$ cat src/validated_moving_average_lux_defines.svh
// Assertion macros shared by the validated moving average lux design.
`ifndef VALIDATED_MOVING_AVERAGE_LUX_DEFINES_SVH
`define VALIDATED_MOVING_AVERAGE_LUX_DEFINES_SVH
`ifndef SYNTHESIS
`define VMAL_ASSERT(lbl, clk, rst, prop, msg) \
   lbl: assert property (@(posedge clk) disable iff (rst) prop) else $error(msg);
`define VMAL_ASSERT_NEXT(lbl, clk, rst, ante, cons, msg) \
   lbl: assert property (@(posedge clk) disable iff (rst) (ante) |=> (cons)) else $error(msg);
`else
`define VMAL_ASSERT(lbl, clk, rst, prop, msg)
`define VMAL_ASSERT_NEXT(lbl, clk, rst, ante, cons, msg)
`endif
`endif

$ cat src/vmal_pkg.sv
// Types and constants shared by the validated moving average lux design.
package vmal_pkg;

   localparam int WINDOW_DEFAULT = 16;
   localparam int DATA_W         = 21;
   localparam int SAMPLE_W       = 22;
   localparam int APB_DATA_W     = 32;
   localparam int APB_ADDR_W     = 3;

   localparam logic [DATA_W-1:0] LUX_LIMIT = 21'd1920000;

   localparam logic FUNC_SAMPLE = 1'b0;
   localparam logic FUNC_CLEAR  = 1'b1;

   localparam logic REG_SENSOR_READY = 1'b0;
   localparam logic REG_THRESHOLD    = 1'b1;

   typedef enum logic [1:0] {
      ST_IDLE,
      ST_READ,
      ST_DIV,
      ST_OUT
   } state_type;

   typedef struct packed {
      logic              sensor_ready;
      logic [DATA_W-1:0] threshold_lux;
   } cfg_type;

endpackage

$ cat src/vmal_ram.sv
// Generic single-write, single-read RAM with registered read data.
module vmal_ram #(
   parameter int WIDTH = vmal_pkg::DATA_W,
   parameter int DEPTH = vmal_pkg::WINDOW_DEFAULT
) (
   input  logic                                   clock,
   input  logic                                   wr_en,
   input  logic [((DEPTH > 1) ? $clog2(DEPTH) : 1)-1:0] wr_addr,
   input  logic [WIDTH-1:0]                       wr_data,
   input  logic                                   rd_en,
   input  logic [((DEPTH > 1) ? $clog2(DEPTH) : 1)-1:0] rd_addr,
   output logic [WIDTH-1:0]                       rd_data
);

   logic [WIDTH-1:0] mem_ff [DEPTH];
   logic [WIDTH-1:0] rd_data_ff;

   always_ff @(posedge clock) begin
      if (wr_en) begin
         mem_ff[wr_addr] <= wr_data;
      end
      if (rd_en) begin
         rd_data_ff <= mem_ff[rd_addr];
      end
   end

   assign rd_data = rd_data_ff;

endmodule

$ cat src/vmal_div.sv
// Restoring divider that produces one quotient bit per cycle.
`include "validated_moving_average_lux_defines.svh"

module vmal_div #(
   parameter int SUM_W = 25,
   parameter int CNT_W = 5
) (
   input  logic             clock,
   input  logic             reset,
   input  logic             start,
   input  logic [SUM_W-1:0] dividend,
   input  logic [CNT_W-1:0] divisor,
   output logic             busy,
   output logic             done,
   output logic [SUM_W-1:0] quotient
);

   localparam int STEP_W = $clog2(SUM_W);

   logic              busy_ff, busy_in;
   logic              done_ff, done_in;
   logic [STEP_W-1:0] step_ff, step_in;
   logic [SUM_W-1:0]  work_ff, work_in;
   logic [CNT_W-1:0]  rem_ff, rem_in;
   logic [CNT_W-1:0]  dvsr_ff, dvsr_in;
   logic [CNT_W:0]    shifted;
   logic [CNT_W:0]    diff;

   // The work register shifts the dividend out at the top and collects
   // quotient bits at the bottom.
   always_comb begin
      shifted = {rem_ff, work_ff[SUM_W-1]};
      diff    = shifted - {1'b0, dvsr_ff};
      busy_in = busy_ff;
      done_in = 1'b0;
      step_in = step_ff;
      work_in = work_ff;
      rem_in  = rem_ff;
      dvsr_in = dvsr_ff;
      if (start) begin
         busy_in = 1'b1;
         step_in = '0;
         work_in = dividend;
         rem_in  = '0;
         dvsr_in = divisor;
      end else if (busy_ff) begin
         if (!diff[CNT_W]) begin
            rem_in  = diff[CNT_W-1:0];
            work_in = {work_ff[SUM_W-2:0], 1'b1};
         end else begin
            rem_in  = shifted[CNT_W-1:0];
            work_in = {work_ff[SUM_W-2:0], 1'b0};
         end
         step_in = step_ff + STEP_W'(1);
         if (step_ff == STEP_W'(SUM_W - 1)) begin
            busy_in = 1'b0;
            done_in = 1'b1;
         end
      end
   end

   always_ff @(posedge clock) begin
      if (reset) begin
         busy_ff <= 1'b0;
         done_ff <= 1'b0;
      end else begin
         busy_ff <= busy_in;
         done_ff <= done_in;
      end
      step_ff <= step_in;
      work_ff <= work_in;
      rem_ff  <= rem_in;
      dvsr_ff <= dvsr_in;
   end

   assign busy     = busy_ff;
   assign done     = done_ff;
   assign quotient = work_ff;

   `VMAL_ASSERT(a_start_when_free, clock, reset, start |-> !busy_ff, "divider started while busy")
   `VMAL_ASSERT(a_done_after_busy, clock, reset, done_ff |-> $past(busy_ff), "done without run")
   `VMAL_ASSERT_NEXT(a_start_runs, clock, reset, start, busy_ff, "divider did not start")

endmodule

$ cat src/vmal_csr.sv
// Configuration registers behind the APB-style port.
module vmal_csr (
   input  logic                                 clock,
   input  logic                                 reset,
   input  logic                                 psel,
   input  logic                                 penable,
   input  logic                                 pwrite,
   input  logic [vmal_pkg::APB_ADDR_W-1:0]      paddr,
   input  logic [vmal_pkg::APB_DATA_W-1:0]      pwdata,
   output logic [vmal_pkg::APB_DATA_W-1:0]      prdata,
   output logic                                 pready,
   output vmal_pkg::cfg_type                    cfg
);

   vmal_pkg::cfg_type cfg_ff, cfg_in;
   logic              wr_hit;
   logic              reg_sel;

   assign pready  = 1'b1;
   assign wr_hit  = psel && penable && pwrite;
   assign reg_sel = paddr[2];

   always_comb begin
      cfg_in = cfg_ff;
      if (wr_hit) begin
         case (reg_sel)
            vmal_pkg::REG_SENSOR_READY: cfg_in.sensor_ready  = pwdata[0];
            vmal_pkg::REG_THRESHOLD:    cfg_in.threshold_lux = pwdata[vmal_pkg::DATA_W-1:0];
            default:                    cfg_in = cfg_ff;
         endcase
      end
   end

   always_comb begin
      case (reg_sel)
         vmal_pkg::REG_SENSOR_READY:
            prdata = {{(vmal_pkg::APB_DATA_W-1){1'b0}}, cfg_ff.sensor_ready};
         vmal_pkg::REG_THRESHOLD:
            prdata = {{(vmal_pkg::APB_DATA_W-vmal_pkg::DATA_W){1'b0}}, cfg_ff.threshold_lux};
         default:
            prdata = '0;
      endcase
   end

   always_ff @(posedge clock) begin
      if (reset) begin
         cfg_ff <= '0;
      end else begin
         cfg_ff <= cfg_in;
      end
   end

   assign cfg = cfg_ff;

endmodule

$ cat src/validated_moving_average_lux.sv
// An accepted sample goes through the read and divide states, the divider giving one
// quotient bit per cycle, and then to the output state; a rejected sample or clear goes
// straight to the output state. One word is in flight; the next is taken the cycle after the
// result register loads, even while that result is stalled.
// Synchronous active-high reset empties the window and zeroes sum, average and last sample;
// the sample RAM is not cleared, since only entries written since the last clear are read.
`include "validated_moving_average_lux_defines.svh"

module validated_moving_average_lux #(
   parameter int WINDOW = vmal_pkg::WINDOW_DEFAULT
) (
   input  logic                                 clock,
   input  logic                                 reset,
   input  logic                                 req_valid,
   output logic                                 req_stall,
   input  logic                                 req_func,
   input  logic signed [vmal_pkg::SAMPLE_W-1:0] req_sample_value,
   input  logic                                 req_sample_error,
   output logic                                 rsp_valid,
   input  logic                                 rsp_stall,
   output logic                                 rsp_accepted,
   output logic [vmal_pkg::DATA_W-1:0]          rsp_average_lux,
   output logic                                 rsp_below_threshold,
   output logic [vmal_pkg::DATA_W-1:0]          rsp_raw_lux,
   input  logic                                 psel,
   input  logic                                 penable,
   input  logic                                 pwrite,
   input  logic [vmal_pkg::APB_ADDR_W-1:0]      paddr,
   input  logic [vmal_pkg::APB_DATA_W-1:0]      pwdata,
   output logic [vmal_pkg::APB_DATA_W-1:0]      prdata,
   output logic                                 pready
);

   localparam int DATA_W = vmal_pkg::DATA_W;
   localparam int IDX_W  = (WINDOW > 1) ? $clog2(WINDOW) : 1;
   localparam int CNT_W  = $clog2(WINDOW + 1);
   localparam int SUM_W  = DATA_W + $clog2(WINDOW);

   vmal_pkg::cfg_type   cfg;
   vmal_pkg::state_type state_ff, state_in;

   logic [IDX_W-1:0]  write_index_ff, write_index_in;
   logic              window_full_ff, window_full_in;
   logic [SUM_W-1:0]  running_sum_ff, running_sum_in;
   logic [DATA_W-1:0] average_ff, average_in;
   logic [DATA_W-1:0] last_raw_ff, last_raw_in;
   logic [DATA_W-1:0] raw_ff, raw_in;
   logic              accepted_ff, accepted_in;

   logic              rsp_valid_ff, rsp_valid_in;
   logic              rsp_accepted_ff;
   logic [DATA_W-1:0] rsp_average_ff;
   logic              rsp_below_ff;
   logic [DATA_W-1:0] rsp_raw_ff;

   logic              req_take;
   logic              sample_good;
   logic              ram_rd_en;
   logic              ram_wr_en;
   logic [DATA_W-1:0] ram_rd_data;
   logic              div_start;
   logic              div_busy;
   logic              div_done;
   logic [SUM_W-1:0]  div_quotient;
   logic              rsp_load;
   logic              out_free;

   logic [SUM_W-1:0]  old_value;
   logic [SUM_W-1:0]  sum_next;
   logic [CNT_W-1:0]  index_inc;
   logic              index_wrap;
   logic [CNT_W-1:0]  count_next;

   vmal_csr u_csr (
      .clock   (clock),
      .reset   (reset),
      .psel    (psel),
      .penable (penable),
      .pwrite  (pwrite),
      .paddr   (paddr),
      .pwdata  (pwdata),
      .prdata  (prdata),
      .pready  (pready),
      .cfg     (cfg)
   );

   vmal_ram #(
      .WIDTH (DATA_W),
      .DEPTH (WINDOW)
   ) u_store (
      .clock   (clock),
      .wr_en   (ram_wr_en),
      .wr_addr (write_index_ff),
      .wr_data (raw_ff),
      .rd_en   (ram_rd_en),
      .rd_addr (write_index_ff),
      .rd_data (ram_rd_data)
   );

   vmal_div #(
      .SUM_W (SUM_W),
      .CNT_W (CNT_W)
   ) u_div (
      .clock    (clock),
      .reset    (reset),
      .start    (div_start),
      .dividend (sum_next),
      .divisor  (count_next),
      .busy     (div_busy),
      .done     (div_done),
      .quotient (div_quotient)
   );

   assign req_take = req_valid && !req_stall;
   assign out_free = !(rsp_valid_ff && rsp_stall);

   // A non-negative 22-bit value has a clear sign bit, so the low 21 bits carry it.
   assign sample_good = (req_func == vmal_pkg::FUNC_SAMPLE) && cfg.sensor_ready
                        && !req_sample_error && !req_sample_value[vmal_pkg::SAMPLE_W-1]
                        && (req_sample_value[DATA_W-1:0] <= vmal_pkg::LUX_LIMIT);

   // Once the window is full the entry about to be overwritten leaves the sum.
   assign old_value  = window_full_ff ? SUM_W'(ram_rd_data) : '0;
   assign sum_next   = running_sum_ff - old_value + SUM_W'(raw_ff);
   assign index_inc  = CNT_W'(write_index_ff) + CNT_W'(1);
   assign index_wrap = (index_inc == CNT_W'(WINDOW));
   assign count_next = (index_wrap || window_full_ff) ? CNT_W'(WINDOW) : index_inc;

   always_comb begin
      state_in = state_ff;
      case (state_ff)
         vmal_pkg::ST_IDLE: begin
            if (req_take) begin
               state_in = sample_good ? vmal_pkg::ST_READ : vmal_pkg::ST_OUT;
            end
         end
         vmal_pkg::ST_READ: state_in = vmal_pkg::ST_DIV;
         vmal_pkg::ST_DIV: begin
            if (div_done) begin
               state_in = vmal_pkg::ST_OUT;
            end
         end
         vmal_pkg::ST_OUT: begin
            if (out_free) begin
               state_in = vmal_pkg::ST_IDLE;
            end
         end
         default: state_in = vmal_pkg::ST_IDLE;
      endcase
   end

   always_comb begin
      req_stall = 1'b1;
      ram_rd_en = 1'b0;
      ram_wr_en = 1'b0;
      div_start = 1'b0;
      rsp_load  = 1'b0;
      case (state_ff)
         vmal_pkg::ST_IDLE: begin
            req_stall = 1'b0;
            ram_rd_en = req_take && sample_good;
         end
         vmal_pkg::ST_READ: begin
            ram_wr_en = 1'b1;
            div_start = 1'b1;
         end
         vmal_pkg::ST_DIV: begin
            req_stall = 1'b1;
         end
         vmal_pkg::ST_OUT: begin
            rsp_load = out_free;
         end
         default: req_stall = 1'b1;
      endcase
   end

   always_comb begin
      write_index_in = write_index_ff;
      window_full_in = window_full_ff;
      running_sum_in = running_sum_ff;
      average_in     = average_ff;
      last_raw_in    = last_raw_ff;
      raw_in         = raw_ff;
      accepted_in    = accepted_ff;
      if (req_take) begin
         raw_in      = req_sample_value[DATA_W-1:0];
         accepted_in = sample_good;
         if (req_func == vmal_pkg::FUNC_CLEAR) begin
            write_index_in = '0;
            window_full_in = 1'b0;
            running_sum_in = '0;
            average_in     = '0;
         end
      end
      if (div_start) begin
         running_sum_in = sum_next;
         last_raw_in    = raw_ff;
         write_index_in = index_wrap ? '0 : IDX_W'(index_inc);
         window_full_in = window_full_ff || index_wrap;
      end
      if (div_done) begin
         average_in = div_quotient[DATA_W-1:0];
      end
   end

   always_comb begin
      rsp_valid_in = rsp_valid_ff && rsp_stall;
      if (rsp_load) begin
         rsp_valid_in = 1'b1;
      end
   end

   always_ff @(posedge clock) begin
      if (reset) begin
         state_ff       <= vmal_pkg::ST_IDLE;
         write_index_ff <= '0;
         window_full_ff <= 1'b0;
         running_sum_ff <= '0;
         average_ff     <= '0;
         last_raw_ff    <= '0;
         rsp_valid_ff   <= 1'b0;
      end else begin
         state_ff       <= state_in;
         write_index_ff <= write_index_in;
         window_full_ff <= window_full_in;
         running_sum_ff <= running_sum_in;
         average_ff     <= average_in;
         last_raw_ff    <= last_raw_in;
         rsp_valid_ff   <= rsp_valid_in;
      end
      raw_ff      <= raw_in;
      accepted_ff <= accepted_in;
      if (rsp_load) begin
         rsp_accepted_ff <= accepted_ff;
         rsp_average_ff  <= average_ff;
         rsp_below_ff    <= (average_ff < cfg.threshold_lux);
         rsp_raw_ff      <= last_raw_ff;
      end
   end

   assign rsp_valid           = rsp_valid_ff;
   assign rsp_accepted        = rsp_accepted_ff;
   assign rsp_average_lux     = rsp_average_ff;
   assign rsp_below_threshold = rsp_below_ff;
   assign rsp_raw_lux         = rsp_raw_ff;

   `VMAL_ASSERT(a_average_bound, clock, reset, average_ff <= vmal_pkg::LUX_LIMIT, "average out of range")
   `VMAL_ASSERT(a_empty_sum, clock, reset, (!window_full_ff && write_index_ff == '0) |-> (running_sum_ff == '0), "empty window has a sum")
   `VMAL_ASSERT(a_div_nonempty, clock, reset, (state_ff == vmal_pkg::ST_DIV) |-> (window_full_ff || write_index_ff != '0), "division by an empty window")
   `VMAL_ASSERT(a_div_idle_state, clock, reset, div_busy |-> (state_ff == vmal_pkg::ST_DIV), "divider runs outside its state")

endmodule

$ cat config.mk
export PLATFORM = sky130hd
export DESIGN_NAME = validated_moving_average_lux
export DESIGN_NICKNAME = d
export VERILOG_FILES = /design/src/vmal_pkg.sv /design/src/vmal_ram.sv /design/src/vmal_div.sv /design/src/vmal_csr.sv /design/src/validated_moving_average_lux.sv
export VERILOG_INCLUDE_DIRS = /design/src /design/src/src
export SDC_FILE = /design/constraint.sdc
export NUM_CORES = 1
export LEC_CHECK = 0
export BUFFER_PORTS_ARGS = -buffer_cell sky130_fd_sc_hd__buf_4
export CORE_ASPECT_RATIO = 2
export CORE_MARGIN = 10
export CORE_UTILIZATION = 45
export DETAILED_ROUTE_END_ITERATION = 10
export SLEW_MARGIN = 0
export SYNTH_ARGS = -nofsm -noshare
export SYNTH_HDL_FRONTEND = slang
export SYNTH_SLANG_ARGS = --single-unit
export TNS_END_PERCENT = 20
$ cat constraint.sdc
create_clock -name clock -period 10.3 [get_ports clock]
set_input_delay 2.06 -clock clock [delete_from_list [all_inputs] [get_ports clock]]
set_output_delay 2.06 -clock clock [all_outputs]
set_load 0.1 [all_outputs]
-- Word-level counts from Yosys, hierarchy flattened
Memory sizes are Yosys's and may differ from the RTL's. A register that Yosys moved wholly into a read port is not among the register bits.
Cells that the tools add are included.
- flip-flop bits (word level): 205
- RAM bits: 336
- input bits: 66
- output and inout bits: 79
- logic and storage cells: 100
- memories kept: 1
- $add $sub $neg: 5
- $lt $le $gt $ge: 2
- equal/unequal tests: 8
- muxes and demuxes: 35
- bitwise operators: 3
- reduce and logical (&&, ||, !) cells: 25
- memories (name ; depth ; width ; read ports ; clocked after Yosys merged registers in ; wr ports ; line ; text):
    u_store.mem_ff ; 16 ; 21 ; 1 ; 1 ; 1 ; vmal_ram.sv:15 ; logic [WIDTH-1:0] mem_ff [DEPTH];
- operators with widths (operator ; count):
    $mux 25 ; 5
    $mux 21 ; 4
    $pmux 32 s2 ; 1
    $add 25x21->25 ; 1
    $sub 25x21->25 ; 1
    $le 21x21->1 const B ; 1
    $lt 21x21->1 ; 1
    $mux 4 ; 4
    $mux 1 ; 15
    $eq 5x5->1 const B ; 2
    $reduce_bool 2->1 ; 5
    $logic_and 1x1->1 ; 9
    $mux 2 ; 4
    $pmux 2 s4 ; 1
    $reduce_and 2->1 ; 4
    $sub 6x5->6 ; 1
    $add 4x1->5 const B ; 1
    $add 5x1->5 const B ; 1
    $mux 5 ; 1
    $eq 2x2->1 const B ; 2
    $ne 2x2->1 const B ; 2
    $logic_not 1->1 ; 3
    $not 1->1 ; 3
    $reduce_and 3->1 ; 1
    other kinds (5) ; 5

-- Depth between registers and ports, before layout
- depth in word-level cells: 8
- gate-level depth with buffers: 14
- mapped depth without buffers: 14

-- By module
A second synthesis with hierarchy kept.
- cell total of the unflattened synthesis: 1653
- area, all modules: 24577.3 um2
- by module, submodules not included (module ; instances ; cells an instance ; area each (um2) ; seq. area each (um2)):
    vmal_ram ; 1 ; 557 ; 13487.9 ; 10720.3
    validated_moving_average_lux ; 1 ; 803 ; 7776.2 ; 3483.3
    vmal_div ; 1 ; 160 ; 2058.2 ; 1141.1
    vmal_csr ; 1 ; 133 ; 1255.0 ; 440.4

-- Worst setup path before layout
OpenSTA, ideal clock, no wires.
- path kind: input-to-reg
- start: input rsp_stall
- end: register rsp_accepted_ff (netlist: rsp_accepted), enable pin
- setup time: 0.513 ns
- arrival time: 5.272 ns
- required time: 9.787 ns
- slack: 4.516 ns
- cell stages on the path: 1
- buffers on the path: 0
- cells stage by stage: a21boi_0
- longest elaborated chain between the ends: 3
- RTL lines (what ; line ; text):
    start: declaration ; validated_moving_average_lux.sv:20 ; input logic rsp_stall,
    $logic_and 1x1->1 ; validated_moving_average_lux.sv:115 ; assign out_free = !(rsp_valid_ff && rsp_stall);
    $logic_not 1->1 ; validated_moving_average_lux.sv:115 ;
    $mux 1 ; validated_moving_average_lux.sv:158 ; case (state_ff)
    end signal: assignment ; validated_moving_average_lux.sv:234 ; rsp_accepted_ff <= accepted_ff;
    end: declaration ; validated_moving_average_lux.sv:51 ; logic rsp_accepted_ff;
No other way between the ends.
A chain may end at the register's enable or synchronous reset.

-- Worst setup path after layout
- start: input paddr[2] in the netlist's numbering
- end: output prdata[20] in the netlist's numbering
- longest elaborated chain between the ends: 2
- RTL lines (what ; line ; text):
    start: declaration ; validated_moving_average_lux.sv:28 ; input logic [vmal_pkg::APB_ADDR_W-1:0] paddr,
    $not 1->1 ; vmal_csr.sv:35 ; case (reg_sel)
    $pmux 32 s2 (*) ; vmal_csr.sv:35 ;
    end: declaration ; validated_moving_average_lux.sv:30 ; output logic [vmal_pkg::APB_DATA_W-1:0] prdata,
Every way passes the cells marked *; elsewhere a longest branch is shown, timed or not. The select of a mux whose other input is x is not followed.

==> metrics.txt <==
status=finished, final reports clean; CP max stage cell=inv_1; Placement Rows=119; Die Y=345 µm; Slew headroom=21.5%; Hold WS=420 ps; Max Buffers Root-to-Sink=3; number of remaining DRC errors=0; setup tns final=0 ps; Max Clk Rate=197 MHz; Total Power=7.13 mW; Fillers=4382; Final Setup Violations=0; largest net degree at the start of global routing=89; # hold bufs at CTS=0; nets=1842; max-slew violations=0; Final Non-Filler Cells=2397; Num Clock Sinks=562; most used cell, CP=buf_4; Synth Instances=1579; routed vias=13000; post-synth top area cell=edfxtp_1; kind of critical path=primary input to output pin; VDD IR-drop max=136 µV; actual slew at the worst max-slew pin=1180 ps; dpl hpwl=34900 µm; floorplan core area=52400 µm²; fin crit period=5090 ps; DR WL/cell=22.4 µm; port bufs=119; synthesized area per cell=15.0 µm²; routed vias/inst=5.41; global placer's final weighted congestion=0.898; Netlist cell types=62; period utilization=49.4%; post-CTS sizing=0; RSZ-0062 raised after global routing=no; Synth Register Bits=562; crit-path cells=buf_4, inv_1, nor2_1, buf_4; detailed-route wire length=53800 µm; P_leak=9.53 nW; fraction of layout cells with a size suffix above 1=20.6%; R2R setup slack=5970 ps; CP Data Required Time=8240 ps; Synth Cell Area=23700 µm²; synth warn=0; Hold Fails Final Rpt=0; Hold Crit Class=flip-flop to flip-flop; router iterations before antenna repair=5; Die Area=62800 µm²; first-pass GRT wire length=83200 µm; initial antenna violation count=0; Clk pin slew, worst setup/hold paths=60 ps; critical path's largest stage delay=460 ps; ANT nets after route=0; Placed Area=25300 µm²; H-tree depth=2; Startpoint Class=primary input; grt total ovfl=0; Post-synth EDFFs=453; Top FF cell, synth=edfxtp_1; fin area=26900 µm²; Top Family by Delay on Critical Path=buffers and inverters; I/O Pins=145; main area contributors after synthesis=edfxtp_1 (57%), mux4_2 (10%), dfxtp_1 (9.2%); Async SR Flop Fraction=0%; Starting Density=45.2%; Final WS setup=5210 ps; Post-CTS Repair Setup Buffers=0; n_diodes=0; Cell Pwr Density=266 nW/µm²; worst-skew pair later-pin latency=590 ps; Crit path buffers/inverters=3; crit path max fanout=21; post-synthesis sequential area ratio=66.6%; vias in the first global route=14000; Die X=182 µm; max cap viols=0; clock buffer count from CTS=48; pre-CTS setup slack=4930 ps; dpl cells=2308; top cell type's share of synthesized area=57.4%; Worst setup EP type=output pin; Tot GR Track Use=17.3%; Clock Skew=11.5 ps; DRT iter0 DRCs=765; clock root buffer=clkbuf_16; synthesis-to-layout area growth=13.3%; CTS tree=done; CP Data Arrival Time=3030 ps; Layout Utilization=51.2%
-- worst register-to-register path, stage by stage, from the launching register on --
cell      delay (ps)
edfxtp_1         730
inv_1            130
fa_1             530
inv_1             40
ha_1             320
nand2b_1         140
a21oi_1          150
o41ai_1          780
nand3b_1         320
a211oi_1         430
nor2_1           100
xnor3_1          280
o21ai_0           90
-- kinds of logic (layout without fill, tap and decap cells) --
kind of cell	count (synthesis)	in the layout	synth area share, %
adders and majority gates	83	83	5.08
muxes	145	145	11.7
buffers and inverters	222	365	3.74
DFF	562	562	66.6
xor gates and xnor gates	26	26	1.02
AOI/OAI and AO/OA	204	204	5.37
and+or+nand+nor	335	335	6.45
other	2	12	0.0317
-- registers in the layout, indices dropped and copies added, names as in the netlist, 22 cells and up --
signal,count
u_store.mem_ff,336
running_sum_ff,25
u_div.quotient,25
u_csr.cfg,22
-- power breakdown --
part	total, mW	internal (mW)	switching (mW)
registers	3.06	2.83	0.229
clock network	1.84	1.02	0.818
logic	2.23	0.894	1.34
total	7.13	4.75	2.39
-- worst paths after layout --
kind | startpoint | to | depth (start not counted)
min | accepted_ff$_DFFE_PP_ | rsp_accepted$_DFFE_PP_ | 0
max reg2reg | raw_ff[2]$_DFFE_PP_ | u_div.quotient[24]$_DFFE_PP_ | 12
min reg2reg | accepted_ff$_DFFE_PP_ | rsp_accepted$_DFFE_PP_ | 0
max | paddr[2] | prdata[20] | 4
-- cell usage in the layout, fill, tap and decap left out, types with 10 or more instances in the layout --
master and n:
buf_4 135, a21oi_1 92, a22o_1 13, nand3_1 15, mux2i_1 28, xnor2_1 16
clkinv_1 14, nand2_1 102, fa_1 22, inv_1 140, dfxtp_1 106, and2_1 23
and2_2 16, conb_1 12, o21ai_0 30, clkinv_2 12, a21o_1 25, ha_1 60
clkbuf_16 49, mux4_2 105, nor2_1 120, nor2b_1 10, mux2_2 11, edfxtp_1 453
-- cell usage after synthesis (2+ instances only) --
library cell	count
a31oi_1	6
and4_1	2
buf_2	6
fa_1	22
dfxtp_1	109
nor2_1	120
o211ai_1	3
inv_1	140
nor4_1	2
a22o_1	13
mux2i_1	28
nand3_1	15
edfxtp_1	453
nor4b_1	3
a211o_1	4
nand2_1	102
a211oi_2	2
or2_2	3
o21a_1	5
a21o_1	25
nor3_1	6
and3_1	8
nand2b_1	8
o31a_1	2
ha_1	61
a21boi_0	2
and2_1	38
mux4_2	105
xor2_1	9
nor2b_1	10
buf_4	12
mux2_2	11
buf_1	10
a211oi_1	7
a21oi_1	92
xnor2_1	16
conb_1	2
clkbuf_1	53
o21ai_0	30
or3_1	4
nand4_1	9
-- metal layers --
metal  global-route usage (%)  part of all wire, %
met5                        0                    0
met4                     6.00                  2.9
met3                     2.78                  4.6
met2                     33.0                   56
met1                     18.8                   37
-- layout make-up --
cell class / instances / area (µm²) / share of cell area [%]
flip-flops and latches: 562 / 15800 / 58.8
multi-input cells: 805 / 7120 / 26.5
clock buffers: 52 / 1240 / 4.61
repair buffers: 135 / 1010 / 3.77
well taps: 665 / 832 / 3.10
inverters: 141 / 529 / 1.97
clock inverters: 37 / 333 / 1.24
Power figures use the tool's default switching activity.
